$ cat config.mk
export PLATFORM = sky130hd
export DESIGN_NAME = delimiter_stream_splitter
export DESIGN_NICKNAME = d
export VERILOG_FILES = /design/src/hdl/dss_pkg.sv /design/src/hdl/dss_datapath.sv /design/src/hdl/dss_ctrl.sv /design/src/hdl/delimiter_stream_splitter.sv
export VERILOG_INCLUDE_DIRS = /design/src /design/src/hdl
export SDC_FILE = /design/constraint.sdc
export NUM_CORES = 1
export LEC_CHECK = 0
export ABC_CLOCK_PERIOD_IN_PS = 7600
export BUFFER_PORTS_ARGS = -buffer_cell sky130_fd_sc_hd__buf_2
export CAP_MARGIN = 20
export CELL_PAD_IN_SITES_DETAIL_PLACEMENT = 1
export CELL_PAD_IN_SITES_GLOBAL_PLACEMENT = 1
export CORE_AREA = 2 2 139 141
export DETAILED_ROUTE_END_ITERATION = 8
export DIE_AREA = 0 0 141 143
export GPL_ROUTABILITY_DRIVEN = 0
export PLACE_DENSITY = 0.85
export SYNTH_ARGS = -nofsm -noshare
export SYNTH_HDL_FRONTEND = slang
export SYNTH_SLANG_ARGS = --single-unit
export TNS_END_PERCENT = 20
$ cat constraint.sdc
create_clock -name clk -period 7.6 [get_ports clk]
set_clock_uncertainty 0.1 [all_clocks]
set_input_delay 0.76 -clock clk [delete_from_list [all_inputs] [get_ports clk]]
set_output_delay 0.76 -clock clk [all_outputs]
set_load 0.1 [all_outputs]
$ cat src/hdl/delimiter_stream_splitter_macros.svh
// Assertion macros shared by the delimiter stream splitter RTL.
`ifndef DELIMITER_STREAM_SPLITTER_MACROS_SVH
`define DELIMITER_STREAM_SPLITTER_MACROS_SVH
`ifndef SYNTHESIS
// The consequent must hold in the same cycle as the antecedent.
`define DSS_ASSERT_SAME(label, clk, rst, ante, cons) \
  label: assert property (@(posedge clk) disable iff (rst) (ante) |-> (cons)) \
    else $error("delimiter_stream_splitter assertion failed");
// The consequent must hold in the cycle after the antecedent.
`define DSS_ASSERT_NEXT(label, clk, rst, ante, cons) \
  label: assert property (@(posedge clk) disable iff (rst) (ante) |=> (cons)) \
    else $error("delimiter_stream_splitter assertion failed");
`else
`define DSS_ASSERT_SAME(label, clk, rst, ante, cons)
`define DSS_ASSERT_NEXT(label, clk, rst, ante, cons)
`endif
`endif

$ cat src/hdl/dss_pkg.sv
// Types and constants shared by the delimiter stream splitter modules.
`default_nettype none
package dss_pkg;

  localparam int DEF_MAX_SEP_LEN = 8;
  localparam int SEP_LEN_W       = 4;
  localparam int SEP_BYTES_W     = 64;
  localparam int CFG_DATA_W      = 64;
  localparam int PART_W          = 16;
  localparam int IN_DATA_W       = 8;
  localparam int IN_USER_W       = 1;
  localparam int OUT_DATA_W      = 24;
  localparam int OUT_USER_W      = 3;

  // Configuration register indexes.
  localparam logic REG_SEP_LEN   = 1'b0;
  localparam logic REG_SEP_BYTES = 1'b1;

  localparam logic [SEP_LEN_W-1:0]   SEP_LEN_RESET   = 4'd1;
  localparam logic [SEP_BYTES_W-1:0] SEP_BYTES_RESET = 64'd32;
  localparam logic [PART_W-1:0]      PART_MAX        = 16'hFFFF;

  // Commands from the controller to the datapath.
  typedef struct packed {
    logic load;      // append the accepted byte to the held bytes
    logic release_b; // emit the oldest held byte as content and drop it
    logic close;     // emit a part end and clear the held bytes
    logic done;      // the part end closes the string
    logic last;      // the emitted result is the last one of its item
  } dp_cmd_t;

  // Status from the datapath to the controller.
  typedef struct packed {
    logic out_free;    // output register can take a result this cycle
    logic rel;         // oldest held byte can no longer start a separator
    logic match;       // held bytes form the whole separator
    logic rel_after;   // same as rel, after the oldest byte is dropped
    logic match_after; // same as match, after the oldest byte is dropped
    logic empty;       // nothing is held
  } dp_stat_t;

endpackage
`default_nettype wire

$ cat src/hdl/dss_datapath.sv
// Datapath: configuration, held-byte buffer, prefix compares, part counter, output register.
`default_nettype none
module dss_datapath import dss_pkg::*; #(
  parameter int MAX_SEP_LEN = DEF_MAX_SEP_LEN
) (
  input  wire logic                   clk,
  input  wire logic                   rst,
  input  wire logic                   cfg_we,
  input  wire logic                   cfg_index,
  input  wire logic [CFG_DATA_W-1:0]  cfg_data,
  input  wire logic [7:0]             in_byte,
  input  wire dp_cmd_t                cmd,
  output dp_stat_t                    stat,
  output logic                        m_tvalid,
  input  wire logic                   m_tready,
  output logic [OUT_DATA_W-1:0]       m_tdata,
  output logic [OUT_USER_W-1:0]       m_tuser,
  output logic                        m_tlast
);

  localparam int CW = $clog2(MAX_SEP_LEN + 1);
  localparam int BW = 8 * MAX_SEP_LEN;

  logic [SEP_LEN_W-1:0]   sep_len;
  logic [SEP_BYTES_W-1:0] sep_bytes;
  logic [BW-1:0]          pend;
  logic [CW-1:0]          count;
  logic [PART_W-1:0]      part;

  logic [SEP_LEN_W-1:0]   len;
  logic [SEP_LEN_W-1:0]   cnt_ext;
  logic [SEP_LEN_W-1:0]   cnt1_ext;
  logic [CW-1:0]          cnt1;
  logic [BW-1:0]          pend_sh;
  logic                   emit;

  // True when the first n held bytes of p equal the first n separator bytes.
  function automatic logic pfx_ok(input logic [BW-1:0] p, input logic [CW-1:0] n,
                                  input logic [SEP_BYTES_W-1:0] s);
    logic ok;
    ok = 1'b1;
    for (int i = 0; i < MAX_SEP_LEN; i++) begin
      if (CW'(i) < n && p[8*i +: 8] != s[8*i +: 8]) begin
        ok = 1'b0;
      end
    end
    return ok;
  endfunction

  always_comb begin
    if (sep_len == '0) begin
      len = SEP_LEN_W'(1);
    end else if (sep_len > SEP_LEN_W'(MAX_SEP_LEN)) begin
      len = SEP_LEN_W'(MAX_SEP_LEN);
    end else begin
      len = sep_len;
    end
    cnt_ext  = SEP_LEN_W'(count);
    cnt1     = count - CW'(1);
    cnt1_ext = SEP_LEN_W'(cnt1);
    pend_sh  = pend >> 8;
    emit     = cmd.release_b | cmd.close;

    stat.out_free    = ~m_tvalid | m_tready;
    stat.empty       = (count == '0);
    stat.rel         = (count != '0) &&
                       ((cnt_ext > len) || !pfx_ok(pend, count, sep_bytes));
    stat.match       = (cnt_ext == len);
    stat.rel_after   = (cnt1 != '0) &&
                       ((cnt1_ext > len) || !pfx_ok(pend_sh, cnt1, sep_bytes));
    stat.match_after = (cnt1_ext == len);
  end

  always_ff @(posedge clk) begin
    if (rst) begin
      sep_len   <= SEP_LEN_RESET;
      sep_bytes <= SEP_BYTES_RESET;
      count     <= '0;
      part      <= '0;
      m_tvalid  <= 1'b0;
    end else begin
      if (cfg_we) begin
        unique case (cfg_index)
          REG_SEP_LEN:   sep_len   <= cfg_data[SEP_LEN_W-1:0];
          REG_SEP_BYTES: sep_bytes <= cfg_data[SEP_BYTES_W-1:0];
          default: ;
        endcase
      end
      if (cmd.load) begin
        count <= count + CW'(1);
      end else if (cmd.release_b) begin
        count <= cnt1;
      end else if (cmd.close) begin
        count <= '0;
      end
      if (cmd.close) begin
        if (cmd.done) begin
          part <= '0;
        end else if (part != PART_MAX) begin
          part <= part + PART_W'(1);
        end
      end
      if (emit) begin
        m_tvalid <= 1'b1;
      end else if (m_tready) begin
        m_tvalid <= 1'b0;
      end
    end
  end

  // Held bytes and the output payload need no reset.
  always_ff @(posedge clk) begin
    if (cmd.load) begin
      for (int i = 0; i < MAX_SEP_LEN; i++) begin
        if (count == CW'(i)) begin
          pend[8*i +: 8] <= in_byte;
        end
      end
    end else if (cmd.release_b) begin
      pend <= pend_sh;
    end
    if (emit) begin
      m_tdata[7:0]  <= cmd.release_b ? pend[7:0] : 8'h00;
      m_tdata[23:8] <= part;
      m_tuser       <= {cmd.close & cmd.done, cmd.close, cmd.release_b};
      m_tlast       <= cmd.last;
    end
  end

endmodule
`default_nettype wire

$ cat src/hdl/dss_ctrl.sv
// Controller state machine: accepts items and sequences the results of each one.
`default_nettype none
module dss_ctrl import dss_pkg::*; (
  input  wire logic     clk,
  input  wire logic     rst,
  input  wire logic     s_tvalid,
  input  wire logic     s_tuser,
  input  wire logic     s_tlast,
  output logic          s_tready,
  input  wire dp_stat_t stat,
  output dp_cmd_t       cmd
);

  typedef enum logic [2:0] {
    ST_IDLE  = 3'b001,
    ST_SCAN  = 3'b010,
    ST_FLUSH = 3'b100
  } state_t;

  state_t state, state_next;
  logic   eos;
  logic   eos_next;

  always_comb begin
    state_next = state;
    eos_next   = eos;
    s_tready   = 1'b0;
    cmd        = '0;
    unique case (state)
      ST_IDLE: begin
        s_tready = 1'b1;
        if (s_tvalid) begin
          cmd.load = s_tuser;
          eos_next = s_tlast;
          if (s_tuser) begin
            state_next = ST_SCAN;
          end else if (s_tlast) begin
            state_next = ST_FLUSH;
          end
        end
      end
      ST_SCAN: begin
        // A result is the last of its item when nothing more follows it.
        priority if (stat.rel) begin
          if (stat.out_free) begin
            cmd.release_b = 1'b1;
            cmd.last      = ~(stat.rel_after | stat.match_after | eos);
          end
        end else if (stat.match) begin
          if (stat.out_free) begin
            cmd.close  = 1'b1;
            cmd.last   = ~eos;
            state_next = eos ? ST_FLUSH : ST_IDLE;
          end
        end else begin
          state_next = eos ? ST_FLUSH : ST_IDLE;
        end
      end
      ST_FLUSH: begin
        if (stat.out_free) begin
          if (!stat.empty) begin
            cmd.release_b = 1'b1;
          end else begin
            cmd.close  = 1'b1;
            cmd.done   = 1'b1;
            cmd.last   = 1'b1;
            state_next = ST_IDLE;
          end
        end
      end
      default: state_next = ST_IDLE;
    endcase
  end

  always_ff @(posedge clk) begin
    if (rst) begin
      state <= ST_IDLE;
      eos   <= 1'b0;
    end else begin
      state <= state_next;
      eos   <= eos_next;
    end
  end

endmodule
`default_nettype wire

$ cat src/hdl/delimiter_stream_splitter.sv
// Top level of the delimiter stream splitter: controller, datapath and checks.
// An item is accepted in the idle state; the scan and flush states then issue its results
// into the output register, at most one per cycle and only while the output is not stalled,
// and the register drives them at the output. No new item is taken until the current one is done.
// Synchronous active-high reset clears the state, the held-byte count and the part index.
`default_nettype none
`include "delimiter_stream_splitter_macros.svh"
module delimiter_stream_splitter import dss_pkg::*; #(
  parameter int MAX_SEP_LEN = DEF_MAX_SEP_LEN
) (
  input  wire logic                  clk,
  input  wire logic                  rst,
  input  wire logic                  cfg_we,
  input  wire logic                  cfg_index,
  input  wire logic [CFG_DATA_W-1:0] cfg_data,
  input  wire logic                  s_tvalid,
  output logic                       s_tready,
  input  wire logic [IN_DATA_W-1:0]  s_tdata,   // in_byte
  input  wire logic [IN_USER_W-1:0]  s_tuser,   // in_byte_valid
  input  wire logic                  s_tlast,   // end_of_string
  output logic                       m_tvalid,
  input  wire logic                  m_tready,
  output logic [OUT_DATA_W-1:0]      m_tdata,   // out_byte, part_index
  output logic [OUT_USER_W-1:0]      m_tuser,   // out_byte_valid, part_end, string_done
  output logic                       m_tlast    // last_of_run
);

  dp_cmd_t  cmd;
  dp_stat_t stat;

  dss_ctrl u_ctrl (
    .clk      (clk),
    .rst      (rst),
    .s_tvalid (s_tvalid),
    .s_tuser  (s_tuser[0]),
    .s_tlast  (s_tlast),
    .s_tready (s_tready),
    .stat     (stat),
    .cmd      (cmd)
  );

  dss_datapath #(
    .MAX_SEP_LEN (MAX_SEP_LEN)
  ) u_datapath (
    .clk       (clk),
    .rst       (rst),
    .cfg_we    (cfg_we),
    .cfg_index (cfg_index),
    .cfg_data  (cfg_data),
    .in_byte   (s_tdata),
    .cmd       (cmd),
    .stat      (stat),
    .m_tvalid  (m_tvalid),
    .m_tready  (m_tready),
    .m_tdata   (m_tdata),
    .m_tuser   (m_tuser),
    .m_tlast   (m_tlast)
  );

  // A result is either a content byte or a part end, never both.
  `DSS_ASSERT_SAME(a_kind_excl, clk, rst, m_tvalid, m_tuser[0] != m_tuser[1])
  // The string close is a part end and the last result of its item.
  `DSS_ASSERT_SAME(a_done_last, clk, rst, m_tvalid && m_tuser[2], m_tuser[1] && m_tlast)
  // Only one item is in work at a time.
  `DSS_ASSERT_NEXT(a_one_item, clk, rst, s_tvalid && s_tready && s_tuser[0], !s_tready)
  // The string close is never issued while the datapath holds undelivered bytes.
  `DSS_ASSERT_SAME(a_close_empty, clk, rst, cmd.close && cmd.done, stat.empty)

endmodule
`default_nettype wire

**After elaboration in Yosys (flattened, before gate mapping)**

Cells that the tools add are included.

- $add $sub $neg: 3
- Multiply operators: 0
- Divide/modulo/power cells: 0
- Magnitude comparators: 19
- Equality and inequality tests: 42
- Shifts and indexed selects: 0
- Mux-type cells: 62
- Bitwise logic cells: 9
- Reduce and logical (&&, ||, !) cells: 44

Operator list:

| operator | count |
|---|---|
| 64-bit two-way mux | 2 |
| 8-bit inequality test | 15 |
| 8-bit two-way mux | 8 |
| 3-bit by 4-bit less-than comparator with 1-bit output, first input constant | 8 |
| 16-bit two-way mux | 2 |
| 1-bit two-way mux | 31 |
| 3-bit two-way mux | 10 |
| 4-bit two-way mux | 6 |
| 2-bit AND reduction | 12 |
| 1-bit logical AND | 18 |
| 2-bit by 1-bit inequality test with 1-bit output, second input constant | 9 |
| 16-bit by 1-bit adder with 16-bit output, second input constant | 1 |
| 4-bit by 3-bit == test with 1-bit output, second input constant | 4 |
| 1-bit by 4-bit less-than comparator with 1-bit output, first input constant | 4 |
| 2-bit by 4-bit less-than comparator with 1-bit output, first input constant | 4 |
| 16-bit inequality test, second input constant | 1 |
| 3-bit one-hot mux with 3 select lines | 1 |
| 4-bit by 2-bit == test with 1-bit output, second input constant | 2 |
| 4-bit == test | 2 |
| 4-bit greater-than comparator | 2 |
| 4-bit logical NOT | 2 |
| 4-bit nonzero test | 2 |
| 8-bit nonzero test | 1 |
| 2-bit inequality test, second input constant | 3 |
| 18 further kinds | 29 |

- Register bits: 185
- Latch bits: 0
- Bits in writable memories: 0
- Memory bits (read-only): 0
- Input bits: 80
- Output and inout port bits: 30
- Logic and storage cells: 198
- Memories kept: 0

**Logic depth before layout (Yosys ltp)**

- Word-level depth: 20
- Depth in mapped cells: 14

**Modules after synthesis**

Synthesis repeated with hierarchy kept, for this count alone.

- Cell total of the unflattened synthesis: 925
- Area, all modules: 8908.5 µm²

Modules (own cells, without submodules):

| module | instances | cells an instance | area each (µm²) | sequential area each (µm²) |
|---|---|---|---|---|
| dss_datapath | 1 | 881 | 8582.0 | 4544.4 |
| dss_ctrl | 1 | 44 | 326.6 | 80.1 |

**Worst setup path before layout**

No wires, ideal clock.

- Path type: flip-flop to flip-flop
- Start point: register u_ctrl.state[0]
- End point: register u_datapath.pend[40] (enable)
- Data arrival time: 3.246 ns
- Path slack: 3.870 ns
- Cell stages (with the launch flop): 7
- Clock period less this slack: 3.730 ns
- Cells stage by stage: dfxtp_1 -> nor3b_2 -> nand2_1 -> nor2_1 -> buf_2 -> nand3_1 -> o21ai_0

- Longest elaborated chain between the ends: 4

Ends and longest elaborated chain:

| element | line | source |
|---|---|---|
| start, declared | dss_ctrl.sv:20 | `state_t state, state_next;` |
| start signal, assigned | dss_ctrl.sv:80 | `state <= state_next;` |
| 3-bit == test (tied with other cells) | dss_ctrl.sv:29 | `unique case (state)` |
| 2-bit one-hot mux with 2 select lines or 1-bit two-way mux (tied branches) | dss_ctrl.sv:29 |  |
| 2-bit nonzero test (no line) or 2-bit by 1-bit inequality test with 1-bit output (tied branches) | - |  |
| 2-bit AND reduction (no line) * | - |  |
| end signal, assigned by index | dss_datapath.sv:116 | `pend[8*i +: 8] <= in_byte;` |
| end signal, assigned | dss_datapath.sv:120 | `pend <= pend_sh;` |
| end, declared | dss_datapath.sv:26 | `logic [BW-1:0] pend;` |

Every way passes the cells marked *; elsewhere a longest branch is shown, timed or not.
A chain may end at the register's enable or synchronous reset.

**Final worst setup path**

- Start point: register u_datapath.count[1] (netlist: u_datapath.cnt_ext[1])
- End point: register u_datapath.m_tdata[6] (enable)

- Longest elaborated chain between the ends: 16

Ends and longest elaborated chain:

| element | line | source |
|---|---|---|
| start, declared | dss_datapath.sv:27 | `logic [CW-1:0] count;` |
| start signal, assigned | dss_datapath.sv:90 | `count <= count + CW'(1);` |
| start signal, assigned | dss_datapath.sv:92 | `count <= cnt1;` |
| 1-bit by 4-bit less-than comparator with 1-bit output | dss_datapath.sv:43 | `if (CW'(i) < n && p[8*i +: 8] != s[8*i +: 8]) begin` |
| 1-bit logical AND | dss_datapath.sv:43 |  |
| 1-bit two-way mux (8 in a row) | dss_datapath.sv:43 |  |
| 1-bit logical NOT | dss_datapath.sv:67 | `((cnt_ext > len) \|\| !pfx_ok(pend, count, sep_bytes));` |
| 1-bit logical OR | dss_datapath.sv:67 |  |
| 1-bit logical AND | dss_datapath.sv:66 | `stat.rel = (count != '0) &&` |
| 1-bit two-way mux | dss_ctrl.sv:44 | `priority if (stat.rel) begin` |
| 2-bit one-hot mux with 2 select lines * | dss_ctrl.sv:29 |  |
| 1-bit OR * | dss_datapath.sv:62 | `emit = cmd.release_b \| cmd.close;` |
| net u_datapath.emit | dss_datapath.sv:35 | `logic emit;` |
| end signal, assigned | dss_datapath.sv:123 | `m_tdata[7:0] <= cmd.release_b ? pend[7:0] : 8'h00;` |
| end, declared | dss_datapath.sv:16 | `output logic [OUT_DATA_W-1:0] m_tdata,` |

The timed path passes the listed nets; every way through them passes the cells marked *.

==> run metrics <==
Die Wd=141 um; EDFF count, synth=92; placed wire-length estimate=16900 um; CTS Hold Bufs=0; hold depth=0; Util after Layout=0.555; Yosys reg bits=185; most common cell after layout, fill and taps aside=nand2_1; RSZ-0062 raised after global routing=no; Initial Util=0.483; Finish-stage setup viols=0; gr ovfl total=0; Top FF cell, synth=dfxtp_1; final worst path period share=0.474; WP data arrival=3.65 ns; Syn-to-layout area delta=15.0%; Die Span Y=143 um; Power, Total=2.75 mW; Pins Over Slew Limit=0; Residual DRC=0; Die Area=20200 um2; Synth area leader=edfxtp_1; sequence of cells on the critical path=inv_1 -> ha_1 -> inv_1 -> a21oi_1 -> o221a_2 -> a31oi_4 -> o21ai_2 -> nand2_1 -> buf_8; share of post-route cells with drive strength above 1=0.176; Buffers on Ports=109; Post-Route M1 WL=10500 um; H-tree Lvls=4; pin count of the biggest net entering global routing=78; number of diodes=0; Rel. slew slack=0.260; I/O pin count=110; clock slew at reported path FFs=0.07 ns; Worst Setup Path Type=flip-flop to flip-flop; nets@finish=1070; area of the core=18600 um2; Placed Area=9670 um2; compound-cell area share of the yosys netlist=0.135; Post-Synth XOR/XNOR Area=0.131; synthesized cell area=8970 um2; Avg WL per Cell=20.0 um; clk sinks=185; Worst Hold Slack=0.375 ns; synth top area cells=edfxtp_1 (31%), dfxtp_1 (21%), xnor2_1 (7.5%), nand2_1 (6.7%), xor2_1 (5.6%); Critical Path Slowest Stage Cell=a31oi_4; slew of the pin with the lowest slew margin=1.10 ns; # rows=50; PwrDens=267 nW/um2; status=finished clean; post-synthesis mux area share=0.00446; Ys Warns=0; Max Cap Violations=0; Critical Path RT=7.65 ns; root buf cell=clkbuf_16; vias in the first global route=7079; post-route setup TNS=0 ns; total CTS buffers=17; Peak VDD IR=0.189 mV; Antenna Nets Post-Route=0; DR top layer=met4; vias per inst=5.65; final hold violation count=0; fmax=0.278 GHz; Crit. End Element=flip-flop; commonest non-fill, non-tap cells in the layout=nand2_1 (158), buf_2 (110), dfxtp_1 (93); worst-skew pair later-pin latency=0.44 ns; average cell area after synthesis=10.1 um2; met2 routed WL=12200 um; nature of the critical path startpoint=flip-flop; Synth top area share=0.308; initial antenna violation count=0; Starting DRT DRC Count=374; Max Buffers Root-to-Sink=2; cell area after layout=10300 um2; CTS resizes=0; CTS tree=yes; post-synthesis adder-cell area fraction=0.0181; simple logic cell fraction of the synthesized area=0.171; min cycle time layout=3.60 ns; Hold Crit Class=flip-flop to flip-flop; Distinct cells, synth=59; first-pass GRT wire length=38600 um; drt first pass iters=5; Post-Route WL=24400 um; gr usage total=0.249; Syn Inst Count=888; net count after synthesis=981; leak pwr=4.08 nW; main combinational cell family by area after synthesis=simple AND/OR/NAND/NOR gates; Most common cell on crit path=inv_1; vias after detailed routing=6916; Setup Fix Bufs, Post-CTS=0; reg2reg path depth=9; Seq/Total Area, Yosys=0.516; wire length on met3=907 um; Max FO, Critical Path=19; ys async rst share=0; slowest cell delay on critical path=0.57 ns
[power by group]
part / total [mW] / switching (mW) / internal, mW / leakage [nW]
clock: 0.890 / 0.383 / 0.507 / 0.292
sequential: 1.23 / 0.0847 / 1.15 / 1.62
combinational: 0.628 / 0.421 / 0.207 / 2.17
[final timing paths]
check	start	to	slack, ns
worst max-delay path	u_datapath.cnt_ext[1]	u_datapath.m_tdata[6]	4.00
worst min-delay path	u_datapath.part[12]	u_datapath.m_tdata[20]	0.37
worst max register to register	u_datapath.cnt_ext[1]	u_datapath.m_tdata[6]	4.00
worst min register to register	u_datapath.part[12]	u_datapath.m_tdata[20]	0.37
[registers in the layout, summed over array words and instances (netlist names)]
signal	flops
u_datapath.m_tuser	3
u_datapath.m_tdata	24
u_ctrl.state	3
u_datapath.cnt_ext	4
u_datapath.sep_bytes	64
u_datapath.m_tvalid	1
u_datapath.pend	64
u_datapath.sep_len	4
u_ctrl.eos	1
u_datapath.m_tlast	1
u_datapath.part	16
[area by class of cell]
class	instances	area, um2
tap	234	293
clock buffer	22	507
multi-input combinational	643	4120
timing repair buffer	118	631
clock inverter	10	87.6
inverter	12	45.0
fill	2094	8270
sequential	185	4620
[critical path: cells and delay by family, from the launching register on]
family | cells | cell delay (ns)
DFF | 1 | 0.56
and+or+nand+nor | 1 | 0.53
adders and majority gates | 1 | 0.31
AOI/OAI and AO/OA | 4 | 1.19
buffers and inverters | 3 | 0.60
[synth_stat cells, types with 3 or more instances]
cell / number
buf_1: 7
ha_1: 13
nor3_1: 8
nand3_1: 14
nor2b_1: 5
nor2_1: 33
and3_1: 4
nor4_1: 16
nor4b_2: 4
nand4_1: 24
xnor2_1: 77
inv_1: 11
nand2b_1: 3
a31oi_1: 3
a21o_1: 56
clkbuf_1: 37
buf_2: 4
nor4_2: 3
mux2i_1: 4
and2_1: 19
a21oi_1: 79
dfxtp_1: 93
nand2_1: 159
o21ai_0: 16
xor2_1: 57
nand3b_1: 3
edfxtp_1: 92
[kinds of logic (layout without fill, tap and decap cells)]
family                   after synthesis  after routing
adder cells (fa/ha/maj)               13             13
flip-flops                           185            185
AND/OR/NAND/NOR                      308            308
multiplexers                           4              4
buffers and inverters                 60            162
XOR/XNOR                             134            134
AO/OA/AOI/OAI                        184            184
[per-stage QoR]
stage               setup WS (ns)  cells
finish                       4.00   1224
global route                 3.82   1224
CTS                          3.85   1221
detailed placement           3.86   1189
global placement             4.05   1188
floorplan                    3.87    888
[layer usage]
layer  up-vias  track usage
li1       3295            -
met1      3403        0.305
met2       171        0.434
met3        47       0.0433
met4         0        0.107
met5         -            0
Note: power is estimated with default switching activity, not from simulation.
